===== src/pf_pkg.sv =====
// ----------------------------------------------------------------------------
// pf_pkg
// Shared types and constants for the letter pair substitution pipeline.
// ----------------------------------------------------------------------------
package pf_pkg;

	localparam int unsigned SqDim   = 5;
	localparam int unsigned SqCells = SqDim * SqDim;
	localparam int unsigned CellW   = 5;
	localparam int unsigned PosW    = 3;
	localparam int unsigned RegW    = 60;
	localparam int unsigned LowCells = 12;

	localparam logic [CellW-1:0] CodeI   = 5'd8;
	localparam logic [CellW-1:0] CodeJ   = 5'd9;
	localparam logic [CellW-1:0] CodeX   = 5'd23;
	localparam logic [CellW-1:0] CodeMax = 5'd25;

	localparam logic [1:0] RegCellsLow  = 2'd0;
	localparam logic [1:0] RegCellsHigh = 2'd1;
	localparam logic [1:0] RegCellLast  = 2'd2;

	localparam logic OpEncrypt = 1'b0;
	localparam logic OpDecrypt = 1'b1;

	typedef logic [SqCells-1:0][CellW-1:0] cell_arr_t;

	// Position of a letter in the key square.
	typedef struct packed {
		logic            found;
		logic [PosW-1:0] row;
		logic [PosW-1:0] col;
	} loc_t;

	// One substituted pair.
	typedef struct packed {
		logic             bad;
		logic [CellW-1:0] second;
		logic [CellW-1:0] first;
	} res_t;

endpackage


===== src/playfair_digraph_cipher_top.sv =====
// ----------------------------------------------------------------------------
// playfair_digraph_cipher_top
// Letter pair substitution against a 5x5 key square held in registers.
//
//   channel | direction | tdata (low bit up)                     | tuser
//   s_*     | in        | first_letter, second_letter,           | op
//           |           | second_present, 5 zero bits            |
//   m_*     | out       | out_first, out_second, 6 zero bits     | bad_letter
//   cfg_*   | in        | write enable, register index, 60-bit data
//
// One pair per cycle while the output is not stalled; a pair is held first
// in the input register, which feeds the square search and substitution
// directly, and then in the result register, which holds the answer.
// Reset clears the key square to zero and empties both stages.
// A stalled result does not block intake while the input stage is free.
// ----------------------------------------------------------------------------
module playfair_digraph_cipher_top
	import pf_pkg::*;
(
	input  logic        clk,
	input  logic        arst_n,
	input  logic        s_tvalid,
	output logic        s_tready,
	input  logic [15:0] s_tdata,   // first_letter, second_letter, second_present
	input  logic        s_tuser,   // op
	output logic        m_tvalid,
	input  logic        m_tready,
	output logic [15:0] m_tdata,   // out_first, out_second
	output logic        m_tuser,   // bad_letter
	input  logic        cfg_we,
	input  logic [1:0]  cfg_index,
	input  logic [59:0] cfg_wdata
);

	logic [RegW-1:0]  cells_low_q, cells_high_q;
	logic [CellW-1:0] cell_last_q;
	cell_arr_t        cells;

	logic             v_s1, v_s2;
	logic             op_s1;
	logic [CellW-1:0] a_s1, b_s1;
	res_t             res_s2;

	logic             adv1, adv2;
	logic [CellW-1:0] a_in, b_raw, b_in;
	loc_t             loc_a, loc_b;
	res_t             res;

	// Key square registers.
	always_ff @(posedge clk or negedge arst_n) begin
		if (!arst_n) begin
			cells_low_q  <= '0;
			cells_high_q <= '0;
			cell_last_q  <= '0;
		end else if (cfg_we) begin
			case (cfg_index)
				RegCellsLow:  cells_low_q  <= cfg_wdata;
				RegCellsHigh: cells_high_q <= cfg_wdata;
				RegCellLast:  cell_last_q  <= cfg_wdata[CellW-1:0];
				default: ;
			endcase
		end
	end

	always_comb begin
		for (int k = 0; k < LowCells; k++) begin
			cells[k]            = cells_low_q[k * CellW +: CellW];
			cells[k + LowCells] = cells_high_q[k * CellW +: CellW];
		end
		cells[SqCells - 1] = cell_last_q;
	end

	// Input preparation: j folds into i, a missing second letter becomes x.
	assign a_in  = (s_tdata[4:0] == CodeJ) ? CodeI : s_tdata[4:0];
	assign b_raw = (s_tdata[9:5] == CodeJ) ? CodeI : s_tdata[9:5];
	assign b_in  = s_tdata[10] ? b_raw : CodeX;

	assign adv2     = !v_s2 || m_tready;
	assign adv1     = !v_s1 || adv2;
	assign s_tready = adv1;

	always_ff @(posedge clk or negedge arst_n) begin
		if (!arst_n) begin
			v_s1 <= 1'b0;
			v_s2 <= 1'b0;
		end else begin
			if (adv1) begin
				v_s1 <= s_tvalid;
			end
			if (adv2) begin
				v_s2 <= v_s1;
			end
		end
	end

	always_ff @(posedge clk) begin
		if (adv1 && s_tvalid) begin
			op_s1 <= s_tuser;
			a_s1  <= a_in;
			b_s1  <= b_in;
		end
		if (adv2 && v_s1) begin
			res_s2 <= res;
		end
	end

	pf_locate u_loc_a (
		.cells  (cells),
		.letter (a_s1),
		.loc    (loc_a)
	);

	pf_locate u_loc_b (
		.cells  (cells),
		.letter (b_s1),
		.loc    (loc_b)
	);

	pf_rule u_rule (
		.cells (cells),
		.op    (op_s1),
		.loc_a (loc_a),
		.loc_b (loc_b),
		.res   (res)
	);

	assign m_tvalid = v_s2;
	assign m_tdata  = {6'b0, res_s2.second, res_s2.first};
	assign m_tuser  = res_s2.bad;

	// A flagged pair always carries zero letters.
	a_bad_zero: assert property (@(posedge clk) disable iff (!arst_n)
		m_tvalid && m_tuser |-> m_tdata == '0)
		else $error("flagged result with nonzero letters");

	// Intake only stops when both stages are full and the output is stalled.
	a_ready_full: assert property (@(posedge clk) disable iff (!arst_n)
		!s_tready |-> v_s1 && v_s2 && !m_tready)
		else $error("input stalled with a free stage");

	// An input transaction lands in the input stage.
	a_in_land: assert property (@(posedge clk) disable iff (!arst_n)
		s_tvalid && s_tready |=> v_s1)
		else $error("accepted pair lost at input stage");

	// A pair in the input stage moves on when the result stage opens.
	a_s1_move: assert property (@(posedge clk) disable iff (!arst_n)
		v_s1 && adv2 |=> m_tvalid)
		else $error("pair lost between stages");

endmodule


===== src/pf_locate.sv =====
// ----------------------------------------------------------------------------
// pf_locate
// Finds a letter in the key square; the lowest matching cell wins.
// ----------------------------------------------------------------------------
module pf_locate
	import pf_pkg::*;
(
	input  cell_arr_t        cells,
	input  logic [CellW-1:0] letter,
	output loc_t             loc
);

	always_comb begin
		loc = '0;
		// Walk from the last cell back so that the lowest index is kept.
		for (int r = SqDim - 1; r >= 0; r--) begin
			for (int c = SqDim - 1; c >= 0; c--) begin
				if (cells[r * SqDim + c] == letter) begin
					loc.found = 1'b1;
					loc.row   = PosW'(r);
					loc.col   = PosW'(c);
				end
			end
		end
		// Codes above z never match, even if a cell holds the same bits.
		if (letter > CodeMax) begin
			loc = '0;
		end
	end

endmodule


===== src/pf_rule.sv =====
// ----------------------------------------------------------------------------
// pf_rule
// Applies the column, row or rectangle rule and reads the new letters.
// ----------------------------------------------------------------------------
module pf_rule
	import pf_pkg::*;
(
	input  cell_arr_t cells,
	input  logic      op,
	input  loc_t      loc_a,
	input  loc_t      loc_b,
	output res_t      res
);

	logic [PosW-1:0] row_a, col_a, row_b, col_b;
	logic [CellW-1:0] idx_a, idx_b;

	function automatic logic [PosW-1:0] wrap_step(input logic [PosW-1:0] v, input logic dec);
		logic [PosW-1:0] n;
		if (dec == OpDecrypt) begin
			n = (v == '0) ? PosW'(SqDim - 1) : v - PosW'(1);
		end else begin
			n = (v == PosW'(SqDim - 1)) ? '0 : v + PosW'(1);
		end
		return n;
	endfunction

	always_comb begin
		row_a = loc_a.row;
		col_a = loc_a.col;
		row_b = loc_b.row;
		col_b = loc_b.col;
		// Same column is checked first, so a doubled letter takes this branch.
		if (loc_a.col == loc_b.col) begin
			row_a = wrap_step(loc_a.row, op);
			row_b = wrap_step(loc_b.row, op);
		end else if (loc_a.row == loc_b.row) begin
			col_a = wrap_step(loc_a.col, op);
			col_b = wrap_step(loc_b.col, op);
		end else begin
			col_a = loc_b.col;
			col_b = loc_a.col;
		end
		idx_a = CellW'(row_a) * CellW'(SqDim) + CellW'(col_a);
		idx_b = CellW'(row_b) * CellW'(SqDim) + CellW'(col_b);

		if (loc_a.found && loc_b.found) begin
			res.bad    = 1'b0;
			res.first  = cells[idx_a];
			res.second = cells[idx_b];
		end else begin
			res = '0;
			res.bad = 1'b1;
		end
	end

endmodule


===== config.mk =====
export PLATFORM = sky130hd
export DESIGN_NAME = playfair_digraph_cipher_top
export DESIGN_NICKNAME = d
export VERILOG_FILES = /design/src/pf_pkg.sv /design/src/playfair_digraph_cipher_top.sv /design/src/pf_locate.sv /design/src/pf_rule.sv
export SDC_FILE = /design/constraint.sdc
export NUM_CORES = 1
export LEC_CHECK = 0
export BUFFER_PORTS_ARGS = -buffer_cell sky130_fd_sc_hd__buf_4
export CORE_MARGIN = 5
export CORE_UTILIZATION = 45
export DETAILED_ROUTE_END_ITERATION = 8
export GPL_TIMING_DRIVEN = 0
export PLACE_DENSITY = 0.7
export SLEW_MARGIN = 30
export SYNTH_ARGS = -nofsm -noshare
export SYNTH_HDL_FRONTEND = slang
export SYNTH_SLANG_ARGS = --single-unit

===== constraint.sdc =====
create_clock -name clk -period 7.85 [get_ports clk]
set_input_delay 1.57 -clock clk [delete_from_list [all_inputs] [get_ports clk]]
set_output_delay 1.57 -clock clk [all_outputs]
set_load 0.1 [all_outputs]

==> results.yml <==
grt:
  track_usage: 0.259
  antenna_found_initial: 0
  overflow: 0
  grt_pass1_wl_mm: 60.6
  grt_pass1_vias: 9660
  grt_max_degree: 88
setup_path:
  slowest_delay_ns: 0.73
  cp_max_fo: 10
  r2r-end: "m_tdata[2]"
  critical_path_class: "reg2reg"
  crit_family: "buffers and inverters"
  rrSetupSlack_ns: 0.73
  critPathCaptureType: "register"
  cp.arrival_ns: 7.30
  cp-start-kind: "register"
  path_cells: "buf_6 > buf_6 > buf_6 > xor2_1 > nor3_1 > nand3_1 > nand4_1 > nand2b_1 > nor2_1 > nor3b_1 > xor2_1 > nor3_2 > nand2_1 > a22oi_1 > ha_1 > buf_1 > buf_1 > mux4_2 > mux2i_1 > o21ai_0 > a22oi_1 > mux2i_1"
  cp_slowest_cell: "buf_1"
  cpMostUsedCell: "buf_6"
  worst-path-buf-inv: 5
  rr_startpoint: "a_s1[3]"
  r2r_cells: 22
  required_ns: 8.02
clock_network:
  cts_max_path_buffers: 2
  cts_tree: "built"
  cts_root_buffer: "clkbuf_16"
  cts_resized: 0
  cts.clk_slew.worst_paths_ns: 0.07
  cts_hold_buf: 0
  clkSinkCount: 149
  worstSkewPairLatency_ns: 0.45
  postCtsSetupBuffers: 0
  htreeDepth: 4
  cts-buffers-inserted: 17
die:
  top_level_ports: 103
  initial_core_util: 0.454
  dieArea_sq_um: 31400
  die_h_microns: 177
  die_x_microns: 177
  std_cell_rows: 61
  core_sq_um: 27700
cells_and_area:
  fin_nets: 1337
  area_growth_pct: 14.5
  final_cells: 1615
  drive_gt1_frac: 0.319
  diodes: 0
  stdcell_area_sq_um: 14400
placed_design:
  dp_hpwl_mm: 31.5
  portBuffers: 91
  placed_cell_area_sq_um: 13800
  numPlacedInstances: 1582
  preCtsSetupSlack_ns: 0.897
  routabilityCongestion: 1.07
synthesis:
  yosysSeqAreaShare: 0.305
  synth-compound-area-share: 0.0518
  synthCells: 1107
  synth_edf_count: 22
  synth.avg_cell_area_sq_um: 11.4
  synth-xor-area-share: 0.192
  synth_fa_ha_area_frac: 0.0301
  synthMuxAreaShare: 0.258
  synth-main-ff-cell: "dfrtp_1"
  synth_top_family_by_area: "multiplexers"
  synth_simple_gate_area_frac: 0.116
  synth.distinct_cells: 84
  syn_area_sq_um: 12600
  synthArstFlopShare: 0.852
  ys_seq_elements: 149
  yosys_warnings: 0
timing:
  fin_setup_tns_ns: 0
  tightest_slew_ns: 0.965
  hold_viol_final: 0
  slew_headroom: 0.357
  setup_violations: 0
  rsz0062_at_grt: "no"
  slew_violations: 0
  fin_ws_ns: 0.726
  finalCritPeriodShare: 0.907
  skew_ns: 0.0142
  finalCriticalPeriod_ns: 7.12
  timing.fmax_ghz: 0.140
routing:
  drt_iter0_drc: 1182
  wl_per_cell_microns: 25.0
  drcViolationCount: 0
  vias: 9747
  vias_per_cell: 6.04
  drt_first_pass_iters: 5
  drt_wl_total_mm: 40.3
  antenna_left: 0
worst_hold_path:
  hp-class: "reg2reg"
  min-delay-start: "v_s1"
  hold_end: "m_tvalid"
  hold_depth: 1
run:
  maxCapViolations: 0
status:
  outcome: "finished, final reports clean"
[how the worst max path moves through the flow]
| stage | start | endpoint | slack (ns) | cells after the start |
|---|---|---|---|---|
| floorplan | a_s1[3] | m_tdata[0] | 2.40 | 23 |
| global placement | b_s1[2] | m_tdata[1] | 0.95 | 21 |
| detailed placement | b_s1[2] | m_tdata[1] | 0.90 | 21 |
| CTS | b_s1[2] | m_tdata[1] | 0.87 | 21 |
| global route | a_s1[3] | m_tdata[2] | 0.21 | 23 |
| finish | a_s1[3] | m_tdata[2] | 0.73 | 22 |
[sequential cells by signal (all words and copies together), names as in the netlist, 5 cells and up]
signal,cells
a_s1,5
b_s1,5
cell_last_q,5
cells_high_q,60
cells_low_q,60
m_tdata,10
[worst reg2reg max path, cell delays in order (launching register included)]
cell and delay, ns:
edfxtp_1 0.35, buf_6 0.19, buf_6 0.25, buf_6 0.25, xor2_1 0.10, nor3_1 0.26, nand3_1 0.20, nand4_1 0.20
nand2b_1 0.14, nor2_1 0.06, nor3b_1 0.56, xor2_1 0.15, nor3_2 0.47, nand2_1 0.15, a22oi_1 0.29, ha_1 0.32
buf_1 0.68, buf_1 0.73, mux4_2 0.65, mux2i_1 0.39, o21ai_0 0.19, a22oi_1 0.18, mux2i_1 0.10
[Yosys cell counts (all sizes together), types with 3 or more instances]
| master | number | share of area |
|---|---|---|
| or2 | 3 | 0.0017 |
| xor2 | 143 | 0.10 |
| a21o | 3 | 0.0018 |
| o31a | 3 | 0.0021 |
| nand2 | 52 | 0.016 |
| ha | 27 | 0.027 |
| o211ai | 8 | 0.0052 |
| mux2i | 25 | 0.020 |
| nor3 | 61 | 0.030 |
| nor4 | 6 | 0.0040 |
| inv | 21 | 0.0063 |
| mux4 | 70 | 0.13 |
| clkbuf | 21 | 0.0063 |
| and3 | 3 | 0.0015 |
| a22oi | 11 | 0.0066 |
| and2 | 10 | 0.0050 |
| buf | 51 | 0.034 |
| nand3b | 6 | 0.0046 |
| nand2b | 14 | 0.0070 |
| a21oi | 6 | 0.0027 |
| nand3 | 58 | 0.024 |
| o21ai | 24 | 0.010 |
| nor2b | 5 | 0.0025 |
| nor2 | 22 | 0.0068 |
| edfxtp | 22 | 0.053 |
| nand4 | 4 | 0.0020 |
| xnor2 | 126 | 0.090 |
| mux2 | 126 | 0.11 |
| a31oi | 3 | 0.0039 |
| dfrtp | 127 | 0.25 |
| a211oi | 5 | 0.0030 |
| nor3b | 5 | 0.0038 |
[per-stage QoR]
step                      hold WS, ns  utilization
after floorplan                 0.449            -
after global routing            0.539        0.520
after global placement          0.465        0.496
after CTS                       0.496        0.519
final                           0.487        0.520
after detailed placement        0.479        0.498
[per-layer routing]
| layer | GRT usage | up-vias | share of wire |
|---|---|---|---|
| met1 | 0.349 | 4830 | 0.40 |
| li1 | - | 4224 | - |
| met4 | 0.124 | 2 | 0.055 |
| met5 | 0 | - | 0.00079 |
| met3 | 0.0566 | 137 | 0.092 |
| met2 | 0.399 | 554 | 0.45 |
[kinds of logic after synthesis]
logic type | count (synthesis)
mux | 221
fa+ha+maj | 29
compound gates | 85
buf+inv | 93
other cells | 1
simple gates | 260
xor+xnor | 269
flops | 149
[layout by cell type, fill, tap and decap left out, types with 10 or more instances in the layout]
| master | instances |
|---|---|
| edfxtp_1 | 22 |
| dfrtp_1 | 127 |
| clkbuf_1 | 23 |
| nor3_2 | 12 |
| buf_4 | 102 |
| ha_1 | 27 |
| nand2b_1 | 14 |
| inv_1 | 21 |
| xor2_1 | 141 |
| buf_6 | 23 |
| clkbuf_16 | 17 |
| a22oi_1 | 11 |
| mux2i_1 | 25 |
| and2_1 | 10 |
| mux4_2 | 70 |
| nand3_1 | 56 |
| nor3_1 | 48 |
| nor2_1 | 21 |
| buf_1 | 12 |
| nand2_1 | 51 |
| xnor2_1 | 124 |
| o21ai_0 | 19 |
| mux2_2 | 125 |
[final cells by class]
cell class | count | area (sq um)
plain buffers | 72 | 513
clock buffers | 20 | 447
clock inverters | 12 | 148
fillers | 2473 | 13300
inverters | 21 | 78.8
multi-input cells | 870 | 8170
flip-flops and latches | 149 | 3840
well taps | 378 | 473
repair buffers | 93 | 732
Power is left out: the tool's default activity adds up to more than one toggle a clock period on the data nets, which glitch-free logic cannot reach.
